[config.mk]
export PLATFORM = sky130hd
export DESIGN_NAME = sli_locate
export DESIGN_NICKNAME = d
export VERILOG_FILES = /design/src/sli_pkg.sv /design/src/sli_locate.sv
export SDC_FILE = /design/constraint.sdc
export NUM_CORES = 1
export LEC_CHECK = 0
export BUFFER_PORTS_ARGS = -buffer_cell sky130_fd_sc_hd__buf_4
export CAP_MARGIN = 20
export CORE_AREA = 5 5 49 56
export DETAILED_ROUTE_END_ITERATION = 16
export DIE_AREA = 0 0 54 61
export MAX_ROUTING_LAYER = met4
export PLACE_DENSITY_LB_ADDON = 0.3
export SYNTH_ARGS = -nofsm -noshare
export SYNTH_HDL_FRONTEND = slang
export SYNTH_SLANG_ARGS = --single-unit
[constraint.sdc]
create_clock -name vclk -period 1.3
set_clock_uncertainty 0.2 [all_clocks]
set_input_delay 0.26 -clock vclk [all_inputs]
set_output_delay 0.26 -clock vclk [all_outputs]
set_load 0.02 [all_outputs]
[src/sli_pkg.sv]
// ----------------------------------------------------------------------------
// sli_pkg
// types, codes and defaults shared by the sorted list insert block
// ----------------------------------------------------------------------------
`default_nettype none

package sli_pkg;

    localparam int CAPACITY_DEF = 64;

    localparam int VALUE_W    = 32;
    localparam int INDEX_W    = 6;
    localparam int POSITION_W = 6;
    localparam int COUNT_W    = 7;
    localparam int STATUS_W   = 2;

    localparam logic OP_INSERT = 1'b0;
    localparam logic OP_READ   = 1'b1;

    localparam logic [STATUS_W-1:0] ST_OK    = 2'd0;
    localparam logic [STATUS_W-1:0] ST_FULL  = 2'd1;
    localparam logic [STATUS_W-1:0] ST_RANGE = 2'd2;

    typedef struct packed {
        logic                      op;
        logic signed [VALUE_W-1:0] value;
        logic [INDEX_W-1:0]        index;
    } in_t;

    typedef struct packed {
        logic [POSITION_W-1:0]     position;
        logic signed [VALUE_W-1:0] data;
        logic [COUNT_W-1:0]        count;
        logic [STATUS_W-1:0]       status;
    } out_t;

    typedef struct packed {
        logic open;
        logic ge;
        logic gt;
    } cell_flags_t;

endpackage

`default_nettype wire

[src/sli_locate.sv]
// ----------------------------------------------------------------------------
// sli_locate
// turns the thermometer of open slots into the index of the first one
// ----------------------------------------------------------------------------
`default_nettype none

module sli_locate #(
    parameter int CAPACITY = sli_pkg::CAPACITY_DEF
) (
    input  wire logic [CAPACITY-1:0]         open_vec,
    output logic [$clog2(CAPACITY)-1:0]      first_idx
);
    import sli_pkg::*;

    localparam int IDX_W = $clog2(CAPACITY);

    logic [CAPACITY-1:0] edge_vec;

    assign edge_vec = open_vec & ~{open_vec[CAPACITY-2:0], 1'b0};

    always_comb begin
        first_idx = '0;
        for (int k = 0; k < CAPACITY; k++) begin
            if (edge_vec[k]) begin
                first_idx = first_idx | IDX_W'(k);
            end
        end
    end

endmodule

`default_nettype wire

==> results.ini <==
[outcome]
status=complete, but fails checks
violations=negative setup slack

[timing]
max_clock_freq_mhz=538.3
finalMaxSlewViolations=0
hold_violations=0
rsz0062_at_grt=yes
fin_ws_ns=-0.5577
setup_viol=6
period_needed_ns=1.858
fin_crit_sh_pct=142.9
tns_ns=-2.958
slew_headroom_pct=74.25
tightest_slew_ns=0.3862

[drt]
wl_per_cell_um=23.79
via_count=1596
dr.first_iter.drc_count=97
drc=0
viasPerCell=6.333
ant_nets=0
wl_um=5994
drt_pass1_iterations=4

[layout]
fillers=60
seqCellArea_um2=0
nFlopsAndLatches=0
syn2layout_area_growth_pct=184.3
drive_gt1_share_pct=70.72
fin_nets=288
insertedDiodeCount=0
multi_input_area_um2=1035
nClkBuffers=0
fin_cells=252
final_area_um2=2021

[worst_setup_path]
critPathMaxFanout=3
crit_type=in2out
endpoint_kind=output pin
path_buf_inv=3
crit_arrival_ns=1.40
critPathMaxStageDelay_ns=0.31
required_ns=0.84
crit_path_frequent_cell=buf_4
cp_slowest_cell=nor4_1
path_cells=buf_4 > nand2b_4 > buf_4 > o2111ai_1 > nor4_1 > nand3_1 > buf_6
cpLargestDelayFamily=simple AND/OR/NAND/NOR gates
startpoint_type=input pin

[job]
max-cap-violations=0

[logic_synthesis]
ys_seq_area_share_pct=0
yosysTopAreaCell=nand2b_1
syn_avg_cell_area_um2=5.640
synth_fp_nets=190
syn_inst=126
synth_area_leaders=nand2b_1 26%, inv_1 14%, o2111ai_1 11%, o21ai_0 11%, nor4_1 7.9%
yosys.area.top_type_share_pct=25.53
synth_area_um2=710.7
yosys_warnings=0
synth_cell_types=19

[placement]
dp_hpwl_um=3329
numPlacedInstances=248
placed_cell_area_um2=1541
pre_cts_slack_ns=-0.4815
routabilityCongestion=0.8626
numPortBuffers=70

[floorplan]
fp.dieH_um=61
ios=70
row_count=18
start_util_pct=33.22
core_region_area_um2=2140
die-area_um2=3294
die_x_um=54

[power]
ir_worst_vdd_mv=0.2757
swShare_pct=47.43
seqPwrFrac_pct=0
p_per_area_nw_per_um2=339.3
internal_power_mw=0.3604
clockPowerShare_pct=0
p_switching_mw=0.3252
p_comb_share_pct=100.0
total_power_mw=0.6856
p_leak_nw=0.9672

[global_route]
grt_pass1_wl_um=6396
grt_max_degree=5
grt_pass1_vias=1452
antenna_found_initial=0
overflow=0
grt_use_total_pct=26.67

[min_path]
worstHoldPathType=in2out

==> worst paths after layout <==
| kind | start | endpoint | slack [ns] | depth (start not counted) |
|---|---|---|---|---|
| setup / recovery | open_vec[45] | first_idx[1] | -0.56 | 7 |
| hold / removal | open_vec[30] | first_idx[3] | 0.83 | 6 |
==> through the flow <==
stage	utilization (%)	hold slack, ns
final	94.44	0.8295
after global routing	94.44	0.8435
after CTS	83.51	0.7742
after detailed placement	72.05	0.7737
after global placement	72.05	0.7858
after floorplan	-	0.6054
==> cells in the final DEF, fill, tap and decap left out, types with 3 or more instances in the layout <==
cell type / count
buf_4: 66
buf_6: 27
inv_1: 21
nand2b_4: 20
nand2b_1: 9
o21ai_2: 8
nand4_1: 8
inv_2: 5
nor2_1: 4
nand3_1: 4
nor4_4: 4
nor4_2: 4
o21ai_4: 3
o2111ai_1: 3
o2111ai_2: 3
o2111ai_4: 3
o21ai_1: 3
buf_8: 3
==> layer usage <==
metal	global-route usage [%]	wire length, µm
met1	29.09	2036
met2	49.31	3039
met3	2.703	491
met4	8.897	427
met5	-	0
==> power groups by stage <==
stage          Combinational, mW  Sequential, mW  Clock (mW)
3_3_place_gp               0.437               0           0
2_1_floorplan              0.171               0           0
5_1_grt                    0.712               0           0
3_5_place_dp               0.446               0           0
6_report                   0.686               0           0
4_1_cts                    0.534               0           0
==> Yosys cell counts <==
| cell | number |
|---|---|
| nor4_1 | 9 |
| a2111oi_2 | 1 |
| o22ai_1 | 3 |
| nand4_1 | 8 |
| and2_1 | 1 |
| nand3_2 | 1 |
| nand2_1 | 2 |
| nand2b_1 | 29 |
| a22oi_1 | 1 |
| o21ai_0 | 15 |
| nor3_1 | 3 |
| nand3_1 | 4 |
| or2b_2 | 1 |
| a22o_1 | 1 |
| nor2_1 | 7 |
| inv_1 | 27 |
| and2_4 | 1 |
| a21oi_1 | 3 |
| o2111ai_1 | 9 |
==> worst min-delay path, cell delays in order <==
cell	delay [ns]
buf_6	0.08
nor2_4	0.04
o21ai_2	0.08
a2111oi_4	0.07
nand3_1	0.10
buf_6	0.13
==> cell type report <==
| cell class | count | area share [%] |
|---|---|---|
| multi-input combinational | 99 | 51.21 |
| timing repair buffer | 96 | 41.80 |
| inverter | 27 | 5.139 |
| tap | 30 | 1.858 |
==> what timing repair did <==
| action | 4_1_cts | 5_1_grt |
|---|---|---|
| pin swaps | 22 | 21 |
| hold buffers | 0 | 0 |
| setup endpoints to repair | 6 | 6 |
| setup buffers | 3 | 1 |
| resized for setup | 50 | 44 |
| hold endpoints to repair | 0 | 0 |
==> cell families (layout without fill, tap and decap cells) <==
kind of cell	after synthesis	in the layout	share of synthesized area (%)
compound gates	33	33	30.81
buf+inv	27	123	14.26
simple gates	66	66	54.93
No activity file was read; power rests on OpenSTA's default activity.
