===== config.mk =====
export PLATFORM = sky130hd
export DESIGN_NAME = sli_cell
export DESIGN_NICKNAME = d
export VERILOG_FILES = /design/src/sli_pkg.sv /design/src/sli_cell.sv
export SDC_FILE = /design/constraint.sdc
export NUM_CORES = 1
export LEC_CHECK = 0
export ABC_AREA = 1
export BUFFER_PORTS_ARGS = -buffer_cell sky130_fd_sc_hd__buf_2
export CORE_ASPECT_RATIO = 0.9
export CORE_UTILIZATION = 40
export DETAILED_ROUTE_END_ITERATION = 7
export GPL_ROUTABILITY_DRIVEN = 1
export PLACE_DENSITY_LB_ADDON = 0.3
export SLEW_MARGIN = 15
export SYNTH_ARGS = -nofsm -noshare
export SYNTH_HDL_FRONTEND = slang
export SYNTH_SLANG_ARGS = --single-unit
export TNS_END_PERCENT = 30

===== constraint.sdc =====
create_clock -name aclk -period 2.3 [get_ports aclk]
set_input_delay 0.23 -clock aclk [delete_from_list [all_inputs] [get_ports aclk]]
set_output_delay 0.23 -clock aclk [all_outputs]
set_load 0.01 [all_outputs]

===== src/sli_pkg.sv =====
// ----------------------------------------------------------------------------
// sli_pkg
// types, codes and defaults shared by the sorted list insert block
// ----------------------------------------------------------------------------
`default_nettype none

package sli_pkg;

    localparam int CAPACITY_DEF = 64;

    localparam int VALUE_W    = 32;
    localparam int INDEX_W    = 6;
    localparam int POSITION_W = 6;
    localparam int COUNT_W    = 7;
    localparam int STATUS_W   = 2;

    localparam logic OP_INSERT = 1'b0;
    localparam logic OP_READ   = 1'b1;

    localparam logic [STATUS_W-1:0] ST_OK    = 2'd0;
    localparam logic [STATUS_W-1:0] ST_FULL  = 2'd1;
    localparam logic [STATUS_W-1:0] ST_RANGE = 2'd2;

    typedef struct packed {
        logic                      op;
        logic signed [VALUE_W-1:0] value;
        logic [INDEX_W-1:0]        index;
    } in_t;

    typedef struct packed {
        logic [POSITION_W-1:0]     position;
        logic signed [VALUE_W-1:0] data;
        logic [COUNT_W-1:0]        count;
        logic [STATUS_W-1:0]       status;
    } out_t;

    typedef struct packed {
        logic open;
        logic ge;
        logic gt;
    } cell_flags_t;

endpackage

`default_nettype wire


===== src/sli_cell.sv =====
// ----------------------------------------------------------------------------
// sli_cell
// one list slot: compares its entry with the new value and on an insert
// keeps its entry, takes the new value or takes its left neighbor's entry
// ----------------------------------------------------------------------------
`default_nettype none

module sli_cell (
    input  wire logic                              aclk,
    input  wire logic                              shift_en,
    input  wire logic                              valid,
    input  wire logic signed [sli_pkg::VALUE_W-1:0] value,
    input  wire logic signed [sli_pkg::VALUE_W-1:0] left_data,
    input  wire logic                              left_open,
    output logic signed [sli_pkg::VALUE_W-1:0]      data,
    output sli_pkg::cell_flags_t                    flags
);
    import sli_pkg::*;

    logic signed [VALUE_W-1:0] data_reg;
    logic signed [VALUE_W-1:0] data_next;
    logic                      ge;
    logic                      gt;
    logic                      open;

    assign ge   = valid && (data_reg >= value);
    assign gt   = valid && (data_reg > value);
    assign open = !valid || ge;

    always_comb begin
        data_next = data_reg;
        if (shift_en && open) begin
            if (left_open) begin
                data_next = left_data;
            end else begin
                data_next = value;
            end
        end
    end

    always_ff @(posedge aclk) begin
        data_reg <= data_next;
    end

    assign data  = data_reg;
    assign flags = '{open: open, ge: ge, gt: gt};

endmodule

`default_nettype wire


==> metrics.cfg, run 1 <==
[synth]
ys_types=20
yosys-top-cells-area=edfxtp_1, ha_1, nand2_1
ys_seq_elements=32
netlist_instances=258
ys_warn_count=0
syn-cell-area_mm2=0.00222
seq_area_frac_synth_pct=43.2
yosys.area.top_type=edfxtp_1
avgSynthCellArea_um2=8.62
synth_top_cell_area_share_pct=43.2
syn_nets=358

[detailed_routing]
dr.pass1.iters=4
routed_wl_um=5340
num_vias=2035
ant_nets=0
via_per_inst=4.71
wl_per_cell_um=12.4
drtIter0Drc=59
drcViolationCount=0

[timing]
min_period_ns=2.25
setup_viol=0
min_period_over_period_pct=98.0
worst_pin_slew_ns=0.542
max-slew-margin-rel_pct=63.8
skew_ns=0.00496
rsz0062_at_grt=yes
maxSlewViolCount=0
hold_violations=0
max_freq_mhz=444

[critical_path]
worstSetupEndpointType=output port
cp_slowest_stage_delay_ns=0.39
arrival_ns=2.02
path_cells=ha_1 > a21o_1 > nor2_1 > nand2_1 > nand2_1 > nand2_1 > nand2_1 > nand2_1 > nand2_2 > nand3_2 > nand2_1 > inv_1 > buf_2
worst_setup_path_start_kind=register
cp_slowest_cell=edfxtp_1
cpLargestDelayFamily=simple AND/OR/NAND/NOR gates
cp_num_buf_inv=2
worstSetupPathType=register to output port
cp.required_ns=2.07
crit_top_cell=nand2_1
worstPathMaxFanout=3
rrSetupSlack_ns=0.14

[power_and_ir_drop]
p_leak_nw=1.58
powerDensity_mw_per_mm2=570
switching_share_pct=29.5
power_frac_comb_pct=27.0
pwr-share-seq_pct=42.2
clockPowerShare_pct=30.8
vdd_drop_max_mv=0.305
internal_power_w=0.00124
p_switching_w=0.000518

[final_layout]
diodes=0
fin_util_pct=58.0
syn2layout_area_growth_pct=38.6
largest_register_ff_count=32
ff_latch_area_um2=961
final_cell_mix=buf_2, nand2_1, inv_1
fillers=499
layout_commonest_cell=buf_2
multi_input_area_mm2=0.00120
finalNetCount=464
drive_above_1_share_pct=39.5
finish.instance_area_mm2=0.00308

[clock_tree]
cts_sinks=32
clockBufferDepth=2
clk_pin_slew_worst_paths_ns=0.07
cts_tree=yes
clk_latency_ns=0.29
htree_levels=2
cts_root_buffer=clkbuf_8
numCtsBuffers=5

[global_route]
antenna_found_initial=0
grt_max_degree=36
grt_pass1_wl_um=8220
grt_pass1_vias=1872
track_usage_pct=18.5
gr-total-overflow=0

[die]
ios=103
chipHeight_um=72.8
fp-row-count=25
dieWidth_um=80.6
start_util_pct=41.8
fp.dieArea_mm2=0.00586
core_area_mm2=0.00532

[run]
cap_violations=0

[place]
port_buffers=102
place_congestion=0.812
place_area_mm2=0.00284
hpwl_um=4040

[status]
outcome=finished, final reports clean

[worst_hold_path]
hold_class=input pin to register

[final timing paths]
| path | endpoint | cells past startpoint | startpoint |
|---|---|---|---|
| worst min-delay path | data[17] | 3 | left_data[17] |
| worst min register to register | data[30] | 6 | data[31] |
| worst max register to register | data[9] | 12 | data[15] |
| worst max-delay path | flags[1] | 13 | data[7] |
[per-stage QoR]
step                      instances  total power, W  hold WS [ns]  setup slack (ns)  setup TNS [ns]
final                           432         0.00176         0.214            0.0457               0
after global routing            432         0.00186         0.209            -0.126          -0.572
after CTS                       428         0.00173         0.210            0.0240               0
after detailed placement        420         0.00119         0.515            0.0954               0
after global placement          420         0.00118         0.509             0.123               0
after floorplan                 258         0.00102         0.417          0.000403               0
[tightest hold or removal path: cells and delay by family]
family | cells | cell delay [ns]
buffers and inverters | 1 | 0.07
AO/OA/AOI/OAI | 1 | 0.05
AND/OR/NAND/NOR | 1 | 0.04
[power groups by stage]
stage	registers (W)	clock network, W	logic, W
floorplan	0.000776	0	0.000244
global placement	0.000750	0	0.000426
detailed placement	0.000752	0	0.000435
CTS	0.000739	0.000549	0.000438
global route	0.000748	0.000574	0.000540
finish	0.000743	0.000541	0.000474
[layer usage]
layer	part of all wire [%]	up-vias	GRT usage [%]
met5	0	-	0
met4	0.99	0	5.36
met3	5.8	5	5.25
met2	49	63	31.7
met1	44	907	22.6
li1	-	1060	-
[logic make-up (layout without fill, tap and decap cells)]
family                     Yosys count  in the layout  synth area share (%)
and+or+nand+nor                     88             88                  16.8
buffers and inverters               54            161                  9.62
AOI/OAI and AO/OA                   51             51                  11.9
adders and majority gates           32             32                  18.0
DFF                                 32             32                  43.2
muxes                                1              1                 0.506
[Yosys cell counts, drive strengths merged]
cell	number
clkbuf	7
nor2	10
o21a	2
a21boi	1
ha	32
a21oi	14
inv	44
a21o	1
o21ai	33
mux2	1
nand3	5
and2	1
buf	3
edfxtp	32
nand2	69
nor4	1
nand4	2
[final cells by class]
type	instances	area share (%)
clock inverter	3	1.22
clock buffer	5	2.23
inverter	44	5.48
timing repair buffer	109	18.4
sequential	32	31.2
multi-input combinational	172	38.8
tap	67	2.72
[what timing repair did]
action | CTS | global route
endpoints found under the setup margin | 0 | 35
hold buffers | 0 | 0
buffers inserted | 0 | 4
gates resized for setup | 0 | 15
Power figures use the tool's default switching activity.
==> inputs of run 2 (changes only) <==
==> constraint.sdc (replaced) <==
create_clock -name aclk -period 1.91 [get_ports aclk]
set_input_delay 0.191 -clock aclk [delete_from_list [all_inputs] [get_ports aclk]]
set_output_delay 0.191 -clock aclk [all_outputs]
set_load 0.01 [all_outputs]
==> run 2 against run 1 <==
- the run now ends with setup timing left
- critical path type is now register to register
- clock skew down 0.0017 ns
- flip-flop and latch count did not move
- power is 20% higher
- worst setup slack worse by 0.42 ns
- die area unchanged
- sequential power rose by 22%
- utilization increased by 6.6 points
- sequential share of layout area is 3.2 points lower
==> metrics.cfg, run 2 (same netlist as run 1, synthesis figures left out) <==
[critical_path]
cp_num_buf_inv=3  ; was 2
cp_slowest_cell=edfxtp_1  ; unchanged
cp.required_ns=1.90  ; was 2.07 ns
cp_slowest_stage_delay_ns=0.43  ; was 0.39 ns
critPathLaunch=data[17]  ; was data[7]
worstPathMaxFanout=16  ; was 3
cpLargestDelayFamily=simple AND/OR/NAND/NOR gates  ; unchanged
crit_top_cell=nand2_2  ; was nand2_1
worstSetupPathType=register to register  ; was register to output port
reg2reg_from=data[17]  ; was data[15]
path_cells=ha_4 > nand4_1 > nor4_4 > nand2_2 > nand2_1 > nand2_2 > buf_4 > nand3_2 > nand2_2 > clkinvlp_4 > buf_12  ; was ha_1 > a21o_1 > nor2_1 > nand2_1 > nand2_1 > nand2_1 > nand2_1 > nand2_1 > nand2_2 > nand3_2 > nand2_1 > inv_1 > buf_2
worstSetupEndpointType=register  ; was output port
arrival_ns=2.27  ; was 2.02 ns
worst_setup_path_start_kind=register  ; unchanged

[timing]
worst_pin_slew_ns=0.532  ; was 0.542 ns
tns_ns=-12.46  ; was 0 ns
worst_slack_ns=-0.370  ; was 0.0457 ns
min_period_over_period_pct=119
max-slew-margin-rel_pct=64.5  ; was 63.8%
skew_ns=0.00327  ; was 0.00496 ns
max_freq_mhz=439
hold_violations=0  ; unchanged
setup_viol=35  ; was 0
rsz0062_at_grt=yes  ; unchanged
maxSlewViolCount=0  ; unchanged
min_period_ns=2.28

[status]
outcome=finished, violations left  ; was finished, final reports clean
violations=setup timing

[die]
chipHeight_um=72.8  ; unchanged
fp.dieArea_mm2=0.00586  ; unchanged
start_util_pct=41.8  ; unchanged
dieWidth_um=80.6  ; unchanged
fp-row-count=25  ; unchanged
core_area_mm2=0.00532  ; unchanged
ios=103  ; unchanged

[detailed_routing]
drcViolationCount=0  ; unchanged
routed_wl_um=5850  ; was 5340 um
ant_nets=0  ; unchanged
via_per_inst=4.72  ; was 4.71
drtIter0Drc=51  ; was 59
dr.pass1.iters=4  ; unchanged
wl_per_cell_um=12.8  ; was 12.4 um
num_vias=2151  ; was 2,035

[clock_tree]
cts_root_buffer=clkbuf_8  ; unchanged
htree_levels=2  ; unchanged
clockBufferDepth=2  ; unchanged
clk_latency_ns=0.28  ; was 0.29 ns
cts_tree=yes  ; unchanged
cts_sinks=32  ; unchanged
numCtsBuffers=5  ; unchanged
clk_pin_slew_worst_paths_ns=0.06  ; was 0.07 ns

[place]
dp.cells=436  ; was 420
port_buffers=102  ; unchanged
place_congestion=0.773  ; was 0.812
hpwl_um=4090  ; was 4040 um

[final_layout]
diodes=0  ; unchanged
final_cells=456  ; was 432
finalNetCount=491  ; was 464
syn2layout_area_growth_pct=54.4  ; was 38.6%
largest_register_ff_count=32  ; unchanged
drive_above_1_share_pct=47.8  ; was 39.5%
layout_commonest_cell=buf_2  ; unchanged
final_cell_mix=buf_2, nand2_1, inv_1  ; unchanged

[power_and_ir_drop]
switching_share_pct=30.3  ; was 29.5%
pwr-share-seq_pct=43.0  ; was 42.2%
power_frac_comb_pct=34.8  ; was 27.0%
powerDensity_mw_per_mm2=612  ; was 570 mW/mm^2
internal_power_w=0.00146  ; was 0.00124 W
clockPowerShare_pct=22.2  ; was 30.8%
p_switching_w=0.000638  ; was 0.000518 W
vdd_drop_max_mv=0.313  ; was 0.305 mV
p_leak_nw=1.72  ; was 1.58 nW

[global_route]
grt_max_degree=35  ; was 36
gr-total-overflow=0  ; unchanged
met3_usage_pct=3.75  ; was 5.25%
grt_pass1_wl_um=8900  ; was 8220 um
grt_pass1_vias=2112  ; was 1,872
top_usage_layer=met2  ; unchanged
met2_usage_pct=35.1  ; was 31.7%
track_usage_pct=19.6  ; was 18.5%
antenna_found_initial=0  ; unchanged
grtUsageMet1_pct=23.3  ; was 22.6%

[worst_hold_path]
hold_class=input pin to register  ; unchanged
worstHoldStart=left_data[13]  ; was left_data[17]

[run]
cap_violations=0  ; unchanged

[run 2: cell type report]
type,instances,area (um^2)
Tap cell,67,83.8
Timing Repair Buffer,136,812
Clock buffer,5,68.8
Multi-Input combinational cell,172,1340
Inverter,44,169
Sequential cell,32,961
Fill cell,480,1880
[run 2: power by group through the flow]
| stage | clock, W | sequential, W | combinational, W |
|---|---|---|---|
| 2_1_floorplan | 0 | 0.000934 | 0.000294 |
| 3_3_place_gp | 0 | 0.000904 | 0.000565 |
| 3_5_place_dp | 0 | 0.000907 | 0.000577 |
| 4_1_cts | 0.000483 | 0.000893 | 0.000629 |
| 5_1_grt | 0.000506 | 0.000910 | 0.000821 |
| 6_report | 0.000467 | 0.000904 | 0.000731 |
[run 2: worst register-to-register path, stage by stage (launching register included)]
cell and delay [ns]:
edfxtp_1 0.43, ha_4 0.30, nand4_1 0.17, nor4_4 0.29, nand2_2 0.09, nand2_1 0.08, nand2_2 0.06, buf_4 0.13
nand3_2 0.07, nand2_2 0.07, clkinvlp_4 0.13, buf_12 0.17
[run 2: what timing repair did]
item / CTS / global route
pin swaps: 7 / 11
setup endpoints to repair: 35 / 35
hold buffers: 0 / 0
gates cloned: 0 / 1
resized for setup: 11 / 25
buffers inserted: 7 / 7
[run 2: worst paths after layout]
path / endpoint / slack (ns) / cells after the start
worst max register to register: data[17] / -0.37 / 11
worst max-delay path: data[17] / -0.37 / 11
worst min register to register: data[1] / 1.39 / 8
worst min-delay path: data[13] / 0.19 / 3
[run 2: metrics by stage]
stage	instance area, um^2	hold slack, ns	utilization (%)	total power [W]	setup WS, ns
finish	3430	0.189	64.6	0.00210	-0.370
global placement	2990	0.470	56.1	0.00147	-0.178
CTS	3170	0.181	59.7	0.00200	-0.352
floorplan	2270	0.378	-	0.00123	-0.384
global route	3430	0.188	64.6	0.00224	-0.504
detailed placement	2990	0.475	56.1	0.00148	-0.207
[run 2: layer usage]
layer | vias up | part of all wire, % | wire [um]
met3 | 9 | 4.0 | 236
li1 | 1112 | - | -
met4 | 0 | 1.5 | 89
met5 | - | 0 | 0
met2 | 55 | 52 | 3050
met1 | 975 | 42 | 2480
